--- src/rtl/assert_macros.svh ---
// Assertion helpers shared by the key long-press event generator RTL.
// Each macro expands to one labeled concurrent assertion, disabled while the active-low reset is asserted.
`ifndef ASSERT_MACROS_SVH
`define ASSERT_MACROS_SVH

// Same-cycle implication: when ante holds, cons must hold on that edge.
`define KLP_ASSERT_NOW(lbl, clk, rst_n, ante, cons) \
    lbl: assert property (@(posedge clk) disable iff (!rst_n) (ante) |-> (cons)) \
        else $error("klp assertion failed");

// Next-cycle implication: when ante holds, cons must hold on the following edge.
`define KLP_ASSERT_NEXT(lbl, clk, rst_n, ante, cons) \
    lbl: assert property (@(posedge clk) disable iff (!rst_n) (ante) |=> (cons)) \
        else $error("klp assertion failed");

`endif

--- src/rtl/klp_pkg.sv ---
// Package for the key long-press event generator: widths, codes and shared types.
// No dependencies; used by the interfaces and every RTL module.
`default_nettype none

package klp_pkg;

    // Field widths
    localparam int KEY_W      = 16;
    localparam int CODE_W     = 3;
    localparam int SEQ_W      = 16;
    localparam int TICK_W     = 32;
    localparam int CNT_W      = 3;
    localparam int CFG_IDX_W  = 3;
    localparam int CFG_DATA_W = 32;

    // Number of key slots by default
    localparam int KEY_SLOTS_DEF = 6;

    // Register reset values
    localparam logic [TICK_W-1:0] LONG_TICKS_RST = TICK_W'(1000);

    // Configuration register indexes
    localparam logic [CFG_IDX_W-1:0] REG_LONG_TICKS = CFG_IDX_W'(0);
    localparam logic [CFG_IDX_W-1:0] REG_KEY_COUNT  = CFG_IDX_W'(1);
    localparam logic [CFG_IDX_W-1:0] REG_KEY_SLOT0  = CFG_IDX_W'(2);

    // Input item commands
    localparam logic CMD_KEY  = 1'b0;
    localparam logic CMD_TICK = 1'b1;

    // Result event codes
    typedef enum logic [CODE_W-1:0] {
        EV_PRESS                  = 3'd0,
        EV_RELEASE                = 3'd1,
        EV_PRESS_AND_RELEASE      = 3'd2,
        EV_LONG_PRESS             = 3'd3,
        EV_LONG_PRESS_AND_RELEASE = 3'd4
    } t_event_code;

    // One result item
    typedef struct packed {
        logic [KEY_W-1:0] event_key;
        t_event_code      event_code;
        logic [SEQ_W-1:0] sequence_res;
        logic             last;
    } t_result;

    // Results of one processed item, handed to the output queue
    typedef struct packed {
        logic [1:0] count;
        t_result    res0;
        t_result    res1;
    } t_push;

endpackage

`default_nettype wire

--- src/rtl/klp_if.sv ---
// Valid/ready channel interfaces for the key long-press event generator.
// Depends on klp_pkg for field widths.
`default_nettype none

// Input item channel: key change or timer tick
interface klp_in_if;
    logic                      valid;
    logic                      ready;
    logic                      command;
    logic [klp_pkg::KEY_W-1:0] key_id;
    logic                      key_down;

    modport source (output valid, command, key_id, key_down, input ready);
    modport sink   (input valid, command, key_id, key_down, output ready);
endinterface

// Result item channel
interface klp_out_if;
    logic                       valid;
    logic                       ready;
    logic [klp_pkg::KEY_W-1:0]  event_key;
    logic [klp_pkg::CODE_W-1:0] event_code;
    logic [klp_pkg::SEQ_W-1:0]  sequence_res;
    logic                       last;

    modport source (output valid, event_key, event_code, sequence_res, last, input ready);
    modport sink   (input valid, event_key, event_code, sequence_res, last, output ready);
endinterface

// Configuration write channel
interface klp_cfg_if;
    logic                           valid;
    logic                           ready;
    logic [klp_pkg::CFG_IDX_W-1:0]  index;
    logic [klp_pkg::CFG_DATA_W-1:0] data;

    modport source (output valid, index, data, input ready);
    modport sink   (input valid, index, data, output ready);
endinterface

`default_nettype wire

--- src/rtl/klp_cfg.sv ---
// Configuration registers and key slot matching.
// Depends on klp_pkg and klp_cfg_if.
`default_nettype none

module klp_cfg #(
    parameter int KEY_SLOTS = klp_pkg::KEY_SLOTS_DEF
) (
    input  wire logic                          i_clk,
    input  wire logic                          i_rst_n,
    klp_cfg_if.sink                            i_cfg,
    input  wire logic [klp_pkg::KEY_W-1:0]     i_key,
    output logic                               o_match,
    output logic      [klp_pkg::TICK_W-1:0]    o_long_press_ticks
);

    logic [klp_pkg::TICK_W-1:0] r_long_ticks;
    logic [klp_pkg::CNT_W-1:0]  r_slots_used;
    logic [klp_pkg::KEY_W-1:0]  r_slot [KEY_SLOTS];
    logic [klp_pkg::CNT_W-1:0]  eff_count;
    logic                       wr;

    // Writes are always taken
    assign i_cfg.ready = 1'b1;
    assign wr          = i_cfg.valid;

    // Register file; unused indexes are dropped
    always_ff @(posedge i_clk) begin
        if (!i_rst_n) begin
            r_long_ticks <= klp_pkg::LONG_TICKS_RST;
            r_slots_used <= '0;
            for (int s = 0; s < KEY_SLOTS; s++) begin
                r_slot[s] <= '0;
            end
        end else if (wr) begin
            if (i_cfg.index == klp_pkg::REG_LONG_TICKS) begin
                r_long_ticks <= i_cfg.data[klp_pkg::TICK_W-1:0];
            end
            if (i_cfg.index == klp_pkg::REG_KEY_COUNT) begin
                r_slots_used <= i_cfg.data[klp_pkg::CNT_W-1:0];
            end
            for (int s = 0; s < KEY_SLOTS; s++) begin
                if (i_cfg.index == klp_pkg::CFG_IDX_W'(int'(klp_pkg::REG_KEY_SLOT0) + s)) begin
                    r_slot[s] <= i_cfg.data[klp_pkg::KEY_W-1:0];
                end
            end
        end
    end

    // Count above the slot total uses every slot
    assign eff_count = (r_slots_used > klp_pkg::CNT_W'(KEY_SLOTS))
                     ? klp_pkg::CNT_W'(KEY_SLOTS) : r_slots_used;

    // Compare against all enabled slots in parallel
    always_comb begin
        o_match = 1'b0;
        for (int s = 0; s < KEY_SLOTS; s++) begin
            if ((klp_pkg::CNT_W'(s) < eff_count) && (r_slot[s] == i_key)) begin
                o_match = 1'b1;
            end
        end
    end

    assign o_long_press_ticks = r_long_ticks;

endmodule

`default_nettype wire

--- src/rtl/klp_core.sv ---
// Input register and press/release/long-press state update.
// Depends on klp_pkg, klp_in_if and assert_macros.svh.
`default_nettype none

module klp_core (
    input  wire logic                          i_clk,
    input  wire logic                          i_rst_n,
    klp_in_if.sink                             i_item,
    input  wire logic                          i_match,
    input  wire logic [klp_pkg::TICK_W-1:0]    i_long_press_ticks,
    input  wire logic                          i_room,
    output logic      [klp_pkg::KEY_W-1:0]     o_key,
    output klp_pkg::t_push                     o_push
);

    // Input register
    logic                       r_in_valid;
    logic                       r_command;
    logic [klp_pkg::KEY_W-1:0]  r_key_id;
    logic                       r_key_down;

    // Detector state
    logic                       r_is_down,       n_is_down;
    logic                       r_long_held,     n_long_held;
    logic [klp_pkg::KEY_W-1:0]  r_last_key,      n_last_key;
    logic [klp_pkg::SEQ_W-1:0]  r_seq,           n_seq;
    logic                       r_timer_running, n_timer_running;
    logic [klp_pkg::TICK_W-1:0] r_timer_rem,     n_timer_rem;

    logic proc;
    logic accept;

    // Held item is processed once the queue can take two results
    assign proc          = r_in_valid && i_room;
    assign i_item.ready  = !r_in_valid || proc;
    assign accept        = i_item.valid && i_item.ready;
    assign o_key         = r_key_id;

    always_ff @(posedge i_clk) begin
        if (!i_rst_n) begin
            r_in_valid <= 1'b0;
        end else if (accept) begin
            r_in_valid <= 1'b1;
        end else if (proc) begin
            r_in_valid <= 1'b0;
        end
    end

    always_ff @(posedge i_clk) begin
        if (accept) begin
            r_command  <= i_item.command;
            r_key_id   <= i_item.key_id;
            r_key_down <= i_item.key_down;
        end
    end

    // Next state and results for the held item
    always_comb begin
        n_is_down       = r_is_down;
        n_long_held     = r_long_held;
        n_last_key      = r_last_key;
        n_timer_running = r_timer_running;
        n_timer_rem     = r_timer_rem;

        o_push.count             = 2'd0;
        o_push.res0.event_key    = r_key_id;
        o_push.res0.event_code   = klp_pkg::EV_PRESS;
        o_push.res0.sequence_res = r_seq;
        o_push.res0.last         = 1'b1;
        o_push.res1.event_key    = r_key_id;
        o_push.res1.event_code   = r_long_held ? klp_pkg::EV_LONG_PRESS_AND_RELEASE
                                               : klp_pkg::EV_PRESS_AND_RELEASE;
        o_push.res1.sequence_res = r_seq + klp_pkg::SEQ_W'(1);
        o_push.res1.last         = 1'b1;

        if (proc) begin
            if (r_command == klp_pkg::CMD_TICK) begin
                // One-shot timer; zero ticks acts as one
                if (r_timer_running) begin
                    if (r_timer_rem <= klp_pkg::TICK_W'(1)) begin
                        n_timer_running        = 1'b0;
                        n_timer_rem            = '0;
                        n_long_held            = 1'b1;
                        o_push.count           = 2'd1;
                        o_push.res0.event_key  = r_last_key;
                        o_push.res0.event_code = klp_pkg::EV_LONG_PRESS;
                    end else begin
                        n_timer_rem = r_timer_rem - klp_pkg::TICK_W'(1);
                    end
                end
            end else if (i_match) begin
                n_last_key = r_key_id;
                if (r_key_down && !r_is_down) begin
                    // Press edge
                    n_is_down              = 1'b1;
                    n_timer_running        = 1'b1;
                    n_timer_rem            = i_long_press_ticks;
                    o_push.count           = 2'd1;
                    o_push.res0.event_code = klp_pkg::EV_PRESS;
                end else if (!r_key_down && r_is_down) begin
                    // Release edge: two results
                    n_is_down              = 1'b0;
                    n_long_held            = 1'b0;
                    n_timer_running        = 1'b0;
                    n_timer_rem            = '0;
                    o_push.count           = 2'd2;
                    o_push.res0.event_code = klp_pkg::EV_RELEASE;
                    o_push.res0.last       = 1'b0;
                end
            end
        end

        n_seq = r_seq + klp_pkg::SEQ_W'(o_push.count);
    end

    always_ff @(posedge i_clk) begin
        if (!i_rst_n) begin
            r_is_down       <= 1'b0;
            r_long_held     <= 1'b0;
            r_last_key      <= '0;
            r_seq           <= '0;
            r_timer_running <= 1'b0;
            r_timer_rem     <= '0;
        end else begin
            r_is_down       <= n_is_down;
            r_long_held     <= n_long_held;
            r_last_key      <= n_last_key;
            r_seq           <= n_seq;
            r_timer_running <= n_timer_running;
            r_timer_rem     <= n_timer_rem;
        end
    end

    // Long hold and a running timer only exist while a key is down
    `include "assert_macros.svh"
    `KLP_ASSERT_NOW(a_long_needs_down, i_clk, i_rst_n, r_long_held, r_is_down)
    `KLP_ASSERT_NOW(a_timer_needs_down, i_clk, i_rst_n, r_timer_running, r_is_down)
    `KLP_ASSERT_NEXT(a_release_clears, i_clk, i_rst_n, o_push.count == 2'd2, !r_is_down && !r_long_held)

endmodule

`default_nettype wire

--- src/rtl/klp_outq.sv ---
// Two-entry result queue that decouples processing from the result channel.
// Depends on klp_pkg, klp_out_if and assert_macros.svh.
`default_nettype none

module klp_outq (
    input  wire logic            i_clk,
    input  wire logic            i_rst_n,
    input  wire klp_pkg::t_push  i_push,
    output logic                 o_room,
    klp_out_if.source            o_result
);

    klp_pkg::t_result r_q [2];
    logic       r_wr_ptr;
    logic       r_rd_ptr;
    logic [1:0] r_count;
    logic [1:0] n_count;
    logic       pop;
    logic [1:0] after_pop;

    assign pop       = o_result.valid && o_result.ready;
    assign after_pop = r_count - {1'b0, pop};
    // Room for a two-result item once this cycle's pop is counted
    assign o_room    = (after_pop == 2'd0);
    assign n_count   = after_pop + i_push.count;

    always_ff @(posedge i_clk) begin
        if (!i_rst_n) begin
            r_count  <= '0;
            r_wr_ptr <= 1'b0;
            r_rd_ptr <= 1'b0;
        end else begin
            r_count  <= n_count;
            r_wr_ptr <= r_wr_ptr ^ i_push.count[0];
            r_rd_ptr <= r_rd_ptr ^ pop;
        end
    end

    // Entry storage
    always_ff @(posedge i_clk) begin
        if (i_push.count != 2'd0) begin
            r_q[r_wr_ptr] <= i_push.res0;
        end
        if (i_push.count == 2'd2) begin
            r_q[!r_wr_ptr] <= i_push.res1;
        end
    end

    // Head of queue drives the channel
    assign o_result.valid        = (r_count != 2'd0);
    assign o_result.event_key    = r_q[r_rd_ptr].event_key;
    assign o_result.event_code   = r_q[r_rd_ptr].event_code;
    assign o_result.sequence_res = r_q[r_rd_ptr].sequence_res;
    assign o_result.last         = r_q[r_rd_ptr].last;

    `include "assert_macros.svh"
    `KLP_ASSERT_NOW(a_no_overflow, i_clk, i_rst_n, 1'b1, r_count != 2'd3)
    `KLP_ASSERT_NOW(a_push_has_room, i_clk, i_rst_n, i_push.count != 2'd0, o_room)

endmodule

`default_nettype wire

--- src/rtl/key_long_press_event_generator.sv ---
// An accepted item is held in the input register until the result queue has room, is
// then processed into the queue, and its first result is offered from the queue head.
// Throughput: one item per cycle while items give at most one result and each result
// is taken at once; a release gives two, and the next item waits until both are taken.
// Reset (synchronous, active low) clears state, sequence count, queue and registers.
`default_nettype none

module key_long_press_event_generator #(
    parameter int KEY_SLOTS = klp_pkg::KEY_SLOTS_DEF
) (
    input  wire logic  i_clk,
    input  wire logic  i_rst_n,
    klp_in_if.sink     i_item,
    klp_cfg_if.sink    i_cfg,
    klp_out_if.source  o_result
);

    logic                        match;
    logic [klp_pkg::TICK_W-1:0]  long_press_ticks;
    logic [klp_pkg::KEY_W-1:0]   held_key;
    logic                        room;
    klp_pkg::t_push              push;

    // Registers and slot match
    klp_cfg #(
        .KEY_SLOTS (KEY_SLOTS)
    ) u_cfg (
        .i_clk              (i_clk),
        .i_rst_n            (i_rst_n),
        .i_cfg              (i_cfg),
        .i_key              (held_key),
        .o_match            (match),
        .o_long_press_ticks (long_press_ticks)
    );

    // Detector state machine
    klp_core u_core (
        .i_clk              (i_clk),
        .i_rst_n            (i_rst_n),
        .i_item             (i_item),
        .i_match            (match),
        .i_long_press_ticks (long_press_ticks),
        .i_room             (room),
        .o_key              (held_key),
        .o_push             (push)
    );

    // Result buffering
    klp_outq u_outq (
        .i_clk    (i_clk),
        .i_rst_n  (i_rst_n),
        .i_push   (push),
        .o_room   (room),
        .o_result (o_result)
    );

endmodule

`default_nettype wire

--- src/flat_wrapper.sv ---
// flat-port wrapper written by rule: the top's interface ports become plain ports
module key_long_press_event_generator_flat 
#(
    parameter int KEY_SLOTS = klp_pkg::KEY_SLOTS_DEF
)
  (i_clk, i_rst_n, i_item_valid, i_item_command, i_item_key_id, i_item_key_down, i_item_ready, i_cfg_valid, i_cfg_index, i_cfg_data, i_cfg_ready, o_result_valid, o_result_event_key, o_result_event_code, o_result_sequence_res, o_result_last, o_result_ready);
  klp_in_if i_item_i ();
  klp_cfg_if i_cfg_i ();
  klp_out_if o_result_i ();
  input  wire logic i_clk;
  input  wire logic i_rst_n;
  input wire logic [$bits(i_item_i.valid)-1:0] i_item_valid;
  input wire logic [$bits(i_item_i.command)-1:0] i_item_command;
  input wire logic [$bits(i_item_i.key_id)-1:0] i_item_key_id;
  input wire logic [$bits(i_item_i.key_down)-1:0] i_item_key_down;
  output wire logic [$bits(i_item_i.ready)-1:0] i_item_ready;
  input wire logic [$bits(i_cfg_i.valid)-1:0] i_cfg_valid;
  input wire logic [$bits(i_cfg_i.index)-1:0] i_cfg_index;
  input wire logic [$bits(i_cfg_i.data)-1:0] i_cfg_data;
  output wire logic [$bits(i_cfg_i.ready)-1:0] i_cfg_ready;
  output wire logic [$bits(o_result_i.valid)-1:0] o_result_valid;
  output wire logic [$bits(o_result_i.event_key)-1:0] o_result_event_key;
  output wire logic [$bits(o_result_i.event_code)-1:0] o_result_event_code;
  output wire logic [$bits(o_result_i.sequence_res)-1:0] o_result_sequence_res;
  output wire logic [$bits(o_result_i.last)-1:0] o_result_last;
  input wire logic [$bits(o_result_i.ready)-1:0] o_result_ready;
  assign i_item_i.valid = i_item_valid;
  assign i_item_i.command = i_item_command;
  assign i_item_i.key_id = i_item_key_id;
  assign i_item_i.key_down = i_item_key_down;
  assign i_item_ready = i_item_i.ready;
  assign i_cfg_i.valid = i_cfg_valid;
  assign i_cfg_i.index = i_cfg_index;
  assign i_cfg_i.data = i_cfg_data;
  assign i_cfg_ready = i_cfg_i.ready;
  assign o_result_valid = o_result_i.valid;
  assign o_result_event_key = o_result_i.event_key;
  assign o_result_event_code = o_result_i.event_code;
  assign o_result_sequence_res = o_result_i.sequence_res;
  assign o_result_last = o_result_i.last;
  assign o_result_i.ready = o_result_ready;
  key_long_press_event_generator #(.KEY_SLOTS(KEY_SLOTS)) u_core (.i_clk(i_clk), .i_rst_n(i_rst_n), .i_item(i_item_i), .i_cfg(i_cfg_i), .o_result(o_result_i));
endmodule
--- config.mk ---
export PLATFORM = sky130hd
export DESIGN_NAME = key_long_press_event_generator_flat
export DESIGN_NICKNAME = d
export VERILOG_FILES = /design/src/rtl/klp_pkg.sv /design/src/rtl/klp_if.sv /design/src/rtl/klp_cfg.sv /design/src/rtl/klp_core.sv /design/src/rtl/klp_outq.sv /design/src/rtl/key_long_press_event_generator.sv /design/src/flat_wrapper.sv
export VERILOG_INCLUDE_DIRS = /design/src /design/src/rtl
export SDC_FILE = /design/constraint.sdc
export NUM_CORES = 1
export LEC_CHECK = 0
export BUFFER_PORTS_ARGS = -buffer_cell sky130_fd_sc_hd__buf_4
export CORE_MARGIN = 8
export CORE_UTILIZATION = 55
export CTS_BUF_LIST = sky130_fd_sc_hd__clkbuf_2
export DETAILED_ROUTE_END_ITERATION = 6
export PLACE_DENSITY = 0.71
export SLEW_MARGIN = 20
export SYNTH_ARGS = -nofsm -noshare
export SYNTH_HDL_FRONTEND = slang
export SYNTH_HIERARCHICAL = 1
export SYNTH_SLANG_ARGS = --single-unit
export TNS_END_PERCENT = 100
--- constraint.sdc ---
create_clock -name i_clk -period 6.2 [get_ports i_clk]
set_clock_uncertainty 0.1 [all_clocks]
set_input_delay 1.24 -clock i_clk [delete_from_list [all_inputs] [get_ports i_clk]]
set_output_delay 1.24 -clock i_clk [all_outputs]
set_load 0.05 [all_outputs]
==> results of run 1 <==
area by class of cell:
cell class | instances | share of cell area
repair buffers | 114 | 0.0537
diodes | 1 | 0.000156
flip-flops and latches | 294 | 0.482
inverters | 15 | 0.00350
well taps | 335 | 0.0261
clock buffers | 113 | 0.0352
multi-input cells | 909 | 0.391
clock inverters | 27 | 0.00833
worst max-delay path: stages, from the launching register on:
cell and delay (ps):
edfxtp_1 790, xnor2_1 200, nand4_1 120, nor4_1 520
o21ai_0 170, nand4_1 270, nor3b_2 220, buf_4 250
nand2_1 130, inv_1 220, nand2b_1 210, nor2_4 300
buf_4 430, mux2_1 380
power breakdown:
| part | switching [uW] | internal, uW | total, uW |
|---|---|---|---|
| Sequential | 96.2 | 2150 | 2250 |
| Combinational | 456 | 304 | 760 |
| Clock | 780 | 532 | 1310 |
| Total | 1330 | 2990 | 4320 |
kinds of logic after synthesis:
group                      after synthesis  synth area share
and+or+nand+nor                        469             0.168
DFF                                    294             0.530
AOI/OAI and AO/OA                      172            0.0727
muxes                                  128             0.100
xor gates and xnor gates               125            0.0749
buffers and inverters                  115            0.0433
adders and majority gates               11           0.00993
other                                    3          0.000770
routing by layer:
layer | routed length [um] | global-route usage
met5 | 0 | 0
met4 | 574 | 0.0692
met3 | 2620 | 0.0425
met2 | 16200 | 0.351
met1 | 15100 | 0.290
stage by stage:
| stage | hold WS, ps | util | cells | instance area [um2] |
|---|---|---|---|---|
| 3_5_place_dp | 346 | 0.590 | 1667 | 15400 |
| 6_report | 356 | 0.617 | 1808 | 16100 |
| 5_1_grt | 380 | 0.617 | 1808 | 16100 |
| 3_3_place_gp | 340 | 0.589 | 1666 | 15400 |
| 4_1_cts | 357 | 0.617 | 1807 | 16100 |
| 2_1_floorplan | 332 | - | 1318 | 14600 |
layout by cell type, fill, tap and decap left out, types with 5 or more instances in the layout:
cell type / count
nand2b_1: 7
dfxtp_1: 108
or4_1: 9
o22ai_1: 9
mux2_2: 44
a21oi_1: 70
a32oi_1: 7
nor4_1: 18
xnor2_1: 102
nand2_1: 149
mux2_4: 8
edfxtp_1: 186
inv_1: 15
o21a_1: 6
xor2_1: 23
clkinv_1: 19
mux2_1: 72
nand3_1: 26
a31oi_1: 11
and3_1: 8
nor2_1: 50
or3_1: 8
clkbuf_2: 113
nor3_1: 27
a32o_1: 10
buf_4: 113
o21ai_1: 5
ha_1: 10
nand4_1: 34
o21ai_0: 28
and2_1: 107
worst min-delay path by stage:
stage | startpoint | end | slack, ps
floorplan | u_core/u_cfg/o_long_press_ticks[30] | u_core/u_cfg/o_long_press_ticks[30] | 330
global placement | u_core/u_core/r_last_key[2] | u_core/u_core/r_last_key[2] | 340
detailed placement | u_core/u_cfg/o_long_press_ticks[28] | u_core/u_cfg/o_long_press_ticks[28] | 350
CTS | u_core/u_cfg/o_long_press_ticks[28] | u_core/u_cfg/o_long_press_ticks[28] | 360
global route | u_core/u_cfg/o_long_press_ticks[28] | u_core/u_cfg/o_long_press_ticks[28] | 380
finish | u_core/u_cfg/o_long_press_ticks[29] | u_core/u_cfg/o_long_press_ticks[29] | 360
registers in the layout, indices dropped and copies added, names as in the netlist, named ones only:
signal and count:
u_core/u_cfg/o_long_press_ticks 32, u_core/u_cfg/r_slot 96, u_core/u_cfg/r_slots_used 3, u_core/u_core/o_key 16
u_core/u_core/r_command 1, u_core/u_core/r_in_valid 1, u_core/u_core/r_is_down 1, u_core/u_core/r_key_down 1
u_core/u_core/r_last_key 16, u_core/u_core/r_long_held 1, u_core/u_core/r_seq 16, u_core/u_core/r_timer_rem 32
u_core/u_core/r_timer_running 1, u_core/u_outq/r_count 2, u_core/u_outq/r_q 72, u_core/u_outq/r_rd_ptr 1
u_core/u_outq/r_wr_ptr 1
==> out/metrics.yaml, run 1 <==
clock_path_buffers: 3
synthFlopType: "edfxtp_1"
crit_type: "reg -> reg"
multi_input_area_um2: 6280
chipHeight_um: 179
rsz0062_at_grt: "false"
grt_pass1_wl_mm: 54.8
nets: 1479
slew_headroom: 0.265
synth_warnings: 6
rr_worst_depth: 13
ys_seq_area_frac: 0.530
cts_tree: "done"
drv_slew: 0
ys_types: 64
clk_pin_slew_ps: 100
htree_levels: 3
peakVddDrop_mv: 0.132
cts_sinks: 294
rrSetupSlack_ps: 1580
grtUsageTotal: 0.217
cts_resized: 0
hpwl_mm: 22.0
max-cap-violations: 0
drt-total-wl_mm: 34.5
cp.required_ps: 6630
syn2layout_area_growth_pct: 9.97
clkLatencyLatePin_ps: 830
clock-root-buffer: "clkbuf_2"
dr.pass1.iters: 7
outcome: "completed"
cp-endpoint: "u_core/u_outq/r_q[1][4]"
hold_buffers: 0
drive_gt1_frac: 0.210
hp-class: "reg -> reg"
fillers: 2195
finalCriticalPeriod_ps: 4620
r2r-end: "u_core/u_outq/r_q[1][4]"
die_w_um: 179
post_cts_buffers: 0
yosysTopAreaCell: "edfxtp_1"
numPortBuffers: 95
dr.first_iter.drc_count: 957
remaining_drc_errors: 0
p_leak_uw: 0.00612
die-area_um2: 32000
ant_nets: 0
vias: 10300
setup-tns-final_ps: 0
num_rows: 59
syn-mean-instance-area_um2: 11.1
whs_path_depth: 2
syn_area_um2: 14600
yosysMostFrequentCell: "edfxtp_1"
period_share: 0.745
cts_buffers: 76
io_pins: 97
p_per_area_nw_per_um2: 269
synth_edf_count: 186
synth_common_cells: "edfxtp_1, nand2_1, dfxtp_1, and2_1, xnor2_1"
total_power_uw: 4320
initial_core_util: 0.561
gp_congestion: 0.829
grt_pass1_vias: 10200
tightest_slew_ps: 1100
synthArstFlopShare: 0
antenna_found_initial: 1
pre_cts_ws_ps: 1350
synth_top_area_share: 0.382
synth-seq-cells: 294
max_clock_freq_ghz: 0.217
setup_viol: 0
cp.arrival_ps: 5050
overflow: 0
grt_max_degree: 51
r2r-start: "u_core/u_core/o_key[10]"
viasPerCell: 5.71
worst_setup_path_start_kind: "flop"
regArea_um2: 7750
synthTopCellsByArea: "edfxtp_1, dfxtp_1, xnor2_1, mux2_1, and2_1"
hold_viol_final: 0
worstPathMaxFanout: 27
end_kind: "flop"
crit_path_start: "u_core/u_core/o_key[10]"
synthCells: 1317
timing.final.ws_setup_ps: 1580
coreArea_um2: 26100
wl_per_cell_um: 19.1
Power figures use the tool's default switching activity.
==> run 2, diff against run 1 <==
--- a/config.mk
+++ b/config.mk
@@ -11,7 +11,7 @@
 export CORE_UTILIZATION = 55
 export CTS_BUF_LIST = sky130_fd_sc_hd__clkbuf_2
 export DETAILED_ROUTE_END_ITERATION = 6
-export PLACE_DENSITY = 0.71
+export PLACE_DENSITY = 0.74
 export SLEW_MARGIN = 20
 export SYNTH_ARGS = -nofsm -noshare
 export SYNTH_HDL_FRONTEND = slang
==> constraint.sdc (replaced) <==
create_clock -name i_clk -period 3.8 [get_ports i_clk]
set_clock_uncertainty 0.1 [all_clocks]
set_input_delay 0.76 -clock i_clk [delete_from_list [all_inputs] [get_ports i_clk]]
set_output_delay 0.76 -clock i_clk [all_outputs]
set_load 0.05 [all_outputs]
==> run 2 against run 1 <==
Net effect: design area up 4.7%; clock-buffer cell count unchanged; clock power is 61% higher; critical path depth shrank 1; die area unchanged; routed wire length grew 5.5%; register-to-register slack lost 1400 ps; hold slack got worse by 260 ps; first-iteration DRC count rose by 6.0%; highest routed layer unchanged; utilization rose by 2.9 points; non-clock buffer count up 79; power is 66% higher.
==> out/metrics.yaml, run 2 (synthesis results as in run 1) <==
post-route-util: 0.646  # +0.0292
clk_pin_slew_ps: 100  # about the same
num_rows: 59  # unchanged
chipHeight_um: 179  # unchanged
p_leak_uw: 0.00653  # +6.6%
dp.cells: 1703  # +2.2%
grt_pass1_wl_mm: 56.7  # +3.5%
antenna_found_initial: 1  # unchanged
dr.pass1.iters: 5  # -2
p_per_area_nw_per_um2: 425  # +58%
place_area_um2: 15700  # +2.1%
period_share: 0.950  # +0.205
overflow: 0  # unchanged
largest_reg_flops: 96  # unchanged
slowest_stage: "or4_4"
vias: 10700  # +3.9%
die-area_um2: 32000  # unchanged
mostFrequentLayoutCells: "edfxtp_1, buf_4, nand2_1"
wl_per_cell_um: 19.3  # +1.1%
io_pins: 97  # unchanged
grt_max_degree: 50  # -2.0%
syn2layout_area_growth_pct: 15.2
end_kind: "flop"
setup_viol: 0  # unchanged
remaining_drc_errors: 0  # unchanged
whs_path_depth: 3  # +1
clkLatencyLatePin_ps: 840  # about the same
final_common_cell: "edfxtp_1"
drive_gt1_frac: 0.245  # +0.0346
r2r-start: "u_core/u_core/r_timer_rem[16]"
worstPathMaxFanout: 8  # -70%
tightest_slew_ps: 891  # -211 ps
hp-class: "in -> reg"
path_cells: "or3_4 > or4_4 > nor3_1 > nand4_1 > a21oi_1 > buf_4 > ha_1 > fa_2 > nand4_1 > buf_4 > o21ai_0 > a21oi_1"
nets: 1557  # +5.3%
clock-root-buffer: "clkbuf_2"
final-instance-count-excl-fill: 1886  # +4.3%
hold_viol_final: 0  # unchanged
cp.arrival_ps: 4190  # -860 ps
min_from: "i_cfg_data[30]"
max-cap-violations: 0  # unchanged
worst_setup_path_start_kind: "flop"
cp_top_family: "simple AND/OR/NAND/NOR gates"
hpwl_mm: 23.5  # +6.8%
worst-path-stages: 12  # -1
cts_tree: "done"
stdcell_area_um2: 16800  # +4.7%
crit_type: "reg -> reg"
cts_sinks: 294  # unchanged
reg_top3: "u_core/u_cfg/r_slot: 96 flops, u_core/u_outq/r_q: 72 flops"
grt_pass1_vias: 10600  # +3.2%
slowest_delay_ps: 600  # -190 ps
r2r-end: "u_core/u_core/r_seq[10]"
cts_buffers: 75  # -1.3%
dr.first_iter.drc_count: 1014  # +6.0%
die_w_um: 179  # unchanged
slew_headroom: 0.404  # +0.139
ant_nets: 0  # unchanged
viasPerCell: 5.69  # -0.36%
grtUsageTotal: 0.224  # +0.00656
drt-total-wl_mm: 36.4  # +5.5%
setup-tns-final_ps: 0  # unchanged
outcome: "completed"
gp_congestion: 0.860  # +3.8%
max_clock_freq_ghz: 0.277  # +28%
finalCriticalPeriod_ps: 3610  # -1010 ps
drv_slew: 0  # unchanged
numPortBuffers: 95  # unchanged
fillers: 2059  # -6.2%
htree_levels: 3  # unchanged
rr_worst_depth: 12  # -1
coreArea_um2: 26100  # unchanged
initial_core_util: 0.561  # unchanged
min_to: "u_core/u_cfg/o_long_press_ticks[30]"
peakVddDrop_mv: 0.270  # +100%
cp.required_ps: 4380  # -2250 ps
regMostFlops: "u_core/u_cfg/r_slot"
crit_buf_inv: 2  # -1
rrSetupSlack_ps: 190  # -1390 ps
clock_path_buffers: 3  # unchanged
[run 2: cell count changes in the layout (fill, tap and decap cells not counted), sizes merged]
cell and delta:
buf +58, dlygate4sd3 +20, bufinv -1, clkbuf +1
[run 2: timing repair]
item                                    in CTS  in global routing
resized for setup                            0                 13
endpoints found under the hold margin       20                  0
endpoints found under the setup margin       0                 81
hold buffers                                20                  0
setup buffers                                0                 22
[run 2: worst register-to-register path, delay by kind of cell, from the launching register on]
kind	cells	cell delay [ps]
AND/OR/NAND/NOR	5	1740
adder cells (fa/ha/maj)	2	450
AO/OA/AOI/OAI	3	410
flip-flops	1	390
buffers and inverters	2	390
[run 2: cell type report]
class                      count  area (um2)  share of cell area
multi-input combinational    909        6360               0.378
clock inverter                26         105             0.00624
timing repair buffer         193        1580              0.0938
clock buffer                 113         566              0.0336
tap                          335         419              0.0249
antenna                        1        2.50            0.000149
sequential                   294        7750               0.460
inverter                      15        56.3             0.00335
[run 2: worst max-delay path by stage]
stage | start | end | slack [ps]
detailed placement | u_core/u_core/o_key[10] | u_core/u_outq/r_q[1][24] | 110
finish | u_core/u_core/r_timer_rem[16] | u_core/u_core/r_seq[10] | 190
global route | u_core/u_core/o_key[8] | u_core/u_core/r_seq[10] | -50
CTS | u_core/u_core/o_key[8] | u_core/u_outq/r_q[1][32] | 60
floorplan | o_result_ready | u_core/u_outq/r_q[1][10] | -60
global placement | o_result_ready | u_core/u_outq/r_q[0][28] | 230
[run 2: power by group]
part           total (uW)  internal (uW)  switching [uW]
Sequential           3620           3510             110
Clock                2110            797            1310
Combinational        1420            587             837
[run 2: metrics by stage]
| step | hold WS [ps] | setup slack [ps] | power [uW] |
|---|---|---|---|
| after global routing | 10.9 | -45.6 | 7490 |
| final | 91.9 | 190 | 7150 |
| after global placement | 338 | 226 | 5010 |
| after detailed placement | 343 | 108 | 5040 |
| after CTS | 3.26 | 57.8 | 7140 |
| after floorplan | 332 | -61.5 | 4620 |
[run 2: per-layer routing]
layer | up-vias | GRT usage | wire, um
met1 | 5159 | 0.309 | 16000
met5 | - | 0 | 0
met2 | 430 | 0.351 | 17000
li1 | 5081 | - | -
met4 | 0 | 0.0699 | 575
met3 | 59 | 0.0442 | 2800
==> run 3, diff against run 2 <==
--- a/config.mk
+++ b/config.mk
@@ -6,12 +6,11 @@
 export SDC_FILE = /design/constraint.sdc
 export NUM_CORES = 1
 export LEC_CHECK = 0
-export BUFFER_PORTS_ARGS = -buffer_cell sky130_fd_sc_hd__buf_4
 export CORE_MARGIN = 8
 export CORE_UTILIZATION = 55
-export CTS_BUF_LIST = sky130_fd_sc_hd__clkbuf_2
 export DETAILED_ROUTE_END_ITERATION = 6
-export PLACE_DENSITY = 0.74
+export DONT_BUFFER_PORTS = 1
+export PLACE_DENSITY = 0.71
 export SLEW_MARGIN = 20
 export SYNTH_ARGS = -nofsm -noshare
 export SYNTH_HDL_FRONTEND = slang
==> run 3 against run 2 <==
Net effect: first-iteration DRC count is 5.0% lower; combinational power shrank 14%; design area decreased by 4.6%; highest routed layer unchanged; worst setup slack worse by 33 ps; cell count decreased by 11%; routed wire length shrank 5.0%; critical path depth up 1; maximum frequency decreased by 0.89%; utilization decreased by 3.0 points; register-to-register slack got worse by 30 ps; flip-flop and latch count unchanged; non-clock buffer count decreased by 122.
==> out/metrics.yaml, run 3 (synthesis results as in run 1) <==
initial_core_util: 0.561  # unchanged
coreArea_um2: 26100  # unchanged
hpwl_mm: 23.2  # -1.3%
slowest_delay_ps: 580  # -20 ps
grt_pass1_vias: 9386  # -11%
clkLatencyLatePin_ps: 550  # -290 ps
numPortBuffers: 0  # -100%
r2r-end: "u_core/u_core/r_seq[12]"
regMostFlops: "u_core/u_cfg/r_slot"
grtUsageTotal: 0.213  # -0.0112
whs_ps: 201  # +109 ps
hold_viol_final: 0  # unchanged
crit_type: "reg -> reg"
chipHeight_um: 179  # unchanged
max_clock_freq_ghz: 0.275  # -0.89%
final_common_cell: "edfxtp_1"
crit_top_cell: "nand4_1"
cts_sinks: 294  # unchanged
clock_path_buffers: 3  # unchanged
drt-total-wl_mm: 34.5  # -5.0%
overflow: 0  # unchanged
cp.required_ps: 4130  # -250 ps
r2r-start: "u_core/u_core/o_key[8]"
htree_levels: 1  # -2
die_w_um: 179  # unchanged
rr_worst_depth: 13  # +1
largest_reg_flops: 96  # unchanged
stdcell_area_um2: 16100  # -4.6%
worstPathMaxFanout: 6  # -2
nets: 1391  # -11%
tightest_slew_ps: 1060  # +168 ps
grt_max_degree: 42  # -16%
finalCriticalPeriod_ps: 3640  # +32.6 ps
path_cells: "xnor2_1 > nand4_1 > nor4_1 > o21ai_0 > nand4_1 > nand2_1 > a21oi_1 > ha_1 > fa_1 > nand4_1 > nor3_1 > xnor2_1 > nor2_1"
crit_path_start: "u_core/u_core/o_key[8]"
cp.arrival_ps: 3970  # -220 ps
dr.first_iter.drc_count: 963  # -5.0%
p_leak_uw: 0.00585  # -10%
die-area_um2: 32000  # unchanged
drv_slew: 0  # unchanged
clock-root-buffer: "clkbuf_16"
slew_headroom: 0.292  # -0.112
viasPerCell: 5.83  # +2.4%
end_kind: "flop"
clk_pin_slew_ps: 60  # -40 ps
dr.pass1.iters: 5  # unchanged
outcome: "completed"
hold_buffers: 0  # -100%
cts_tree: "done"
worst_setup_path_start_kind: "flop"
cts_buffers: 31  # -59%
ant_nets: 0  # unchanged
antenna_found_initial: 1  # unchanged
io_pins: 97  # unchanged
vias: 9802  # -8.6%
gp_congestion: 0.909  # +5.7%
remaining_drc_errors: 0  # unchanged
p_per_area_nw_per_um2: 479  # +13%
period_share: 0.959  # +0.00857
mostFrequentLayoutCells: "edfxtp_1, nand2_1, and2_1, dfxtp_1, xnor2_1"
antenna_cells: 0  # -1
num_rows: 59  # unchanged
rrSetupSlack_ps: 160  # -30 ps
whs_path_depth: 0  # -3
reg_top3: "u_core/u_cfg/r_slot: 96 flops, u_core/u_outq/r_q: 72 flops"
hp-class: "in -> reg"
slowest_stage: "edfxtp_1"
wl_per_cell_um: 20.5  # +6.5%
max-cap-violations: 0  # unchanged
grt_pass1_wl_mm: 53.5  # -5.6%
cp-endpoint: "u_core/u_core/r_seq[12]"
peakVddDrop_mv: 0.443  # +64%
setup_viol: 0  # unchanged
syn2layout_area_growth_pct: 9.85
rsz0062_at_grt: "false"
post-route-util: 0.616  # -0.0298
place_area_um2: 15000  # -4.3%
drive_gt1_frac: 0.145  # -0.0997
run 3: cell types whose count changed in the layout (fill, tap and decap cells not counted), moves of 8 or more:
cell / change
clkbuf_2: -113
clkinv_1: -11
clkbuf_16: +30
clkinv_2: +8
buf_4: -101
dlygate4sd3_1: -20
run 3: layer usage:
| layer | wire [um] | global-route usage | vias up |
|---|---|---|---|
| li1 | - | - | 4706 |
| met4 | 455 | 0.0365 | 0 |
| met2 | 16100 | 0.344 | 319 |
| met1 | 15100 | 0.298 | 4732 |
| met5 | 0 | 0 | - |
| met3 | 2920 | 0.0385 | 45 |
run 3: layout make-up:
cell class,count,area [um2]
clock buffers,36,805
clock inverters,22,139
fillers,2066,10000
flip-flops and latches,294,7750
multi-input cells,909,6290
inverters,15,56.3
repair buffers,71,596
well taps,335,419
run 3: how the worst min path moves through the flow:
stage	start	endpoint	slack, ps
final	i_item_command	u_core/u_core/r_command	200
after global routing	i_item_command	u_core/u_core/r_command	180
after CTS	i_item_command	u_core/u_core/r_command	180
after detailed placement	u_core/u_core/r_last_key[7]	u_core/u_core/r_last_key[7]	350
after global placement	u_core/u_cfg/o_long_press_ticks[30]	u_core/u_cfg/o_long_press_ticks[30]	340
after floorplan	u_core/u_cfg/o_long_press_ticks[30]	u_core/u_cfg/o_long_press_ticks[30]	330
run 3: through the flow:
step / worst slack, ps / power [uW] / setup TNS [ps] / instances
finish: 157 / 7690 / 0 / 1682
global route: 1.39 / 7990 / 0 / 1682
CTS: 105 / 7720 / 0 / 1671
detailed placement: 130 / 4910 / 0 / 1613
global placement: 234 / 4890 / 0 / 1613
floorplan: -61.5 / 4620 / -1780 / 1318
run 3: timing repair:
| action | in CTS | in global routing |
|---|---|---|
| setup endpoints to repair | 0 | 44 |
| buffers inserted | 0 | 11 |
| gates resized for setup | 0 | 1 |
run 3: worst max-delay path: cells and delay by family (launching register included):
family / cells / cell delay, ps
AND/OR/NAND/NOR: 7 / 1530
flip-flops: 1 / 580
AO/OA/AOI/OAI: 2 / 450
XOR/XNOR: 2 / 400
adder cells (fa/ha/maj): 2 / 470
run 3: where the power goes:
part           internal, uW  switching (uW)
logic                   491             730
registers              3520             133
clock network          1580            1240
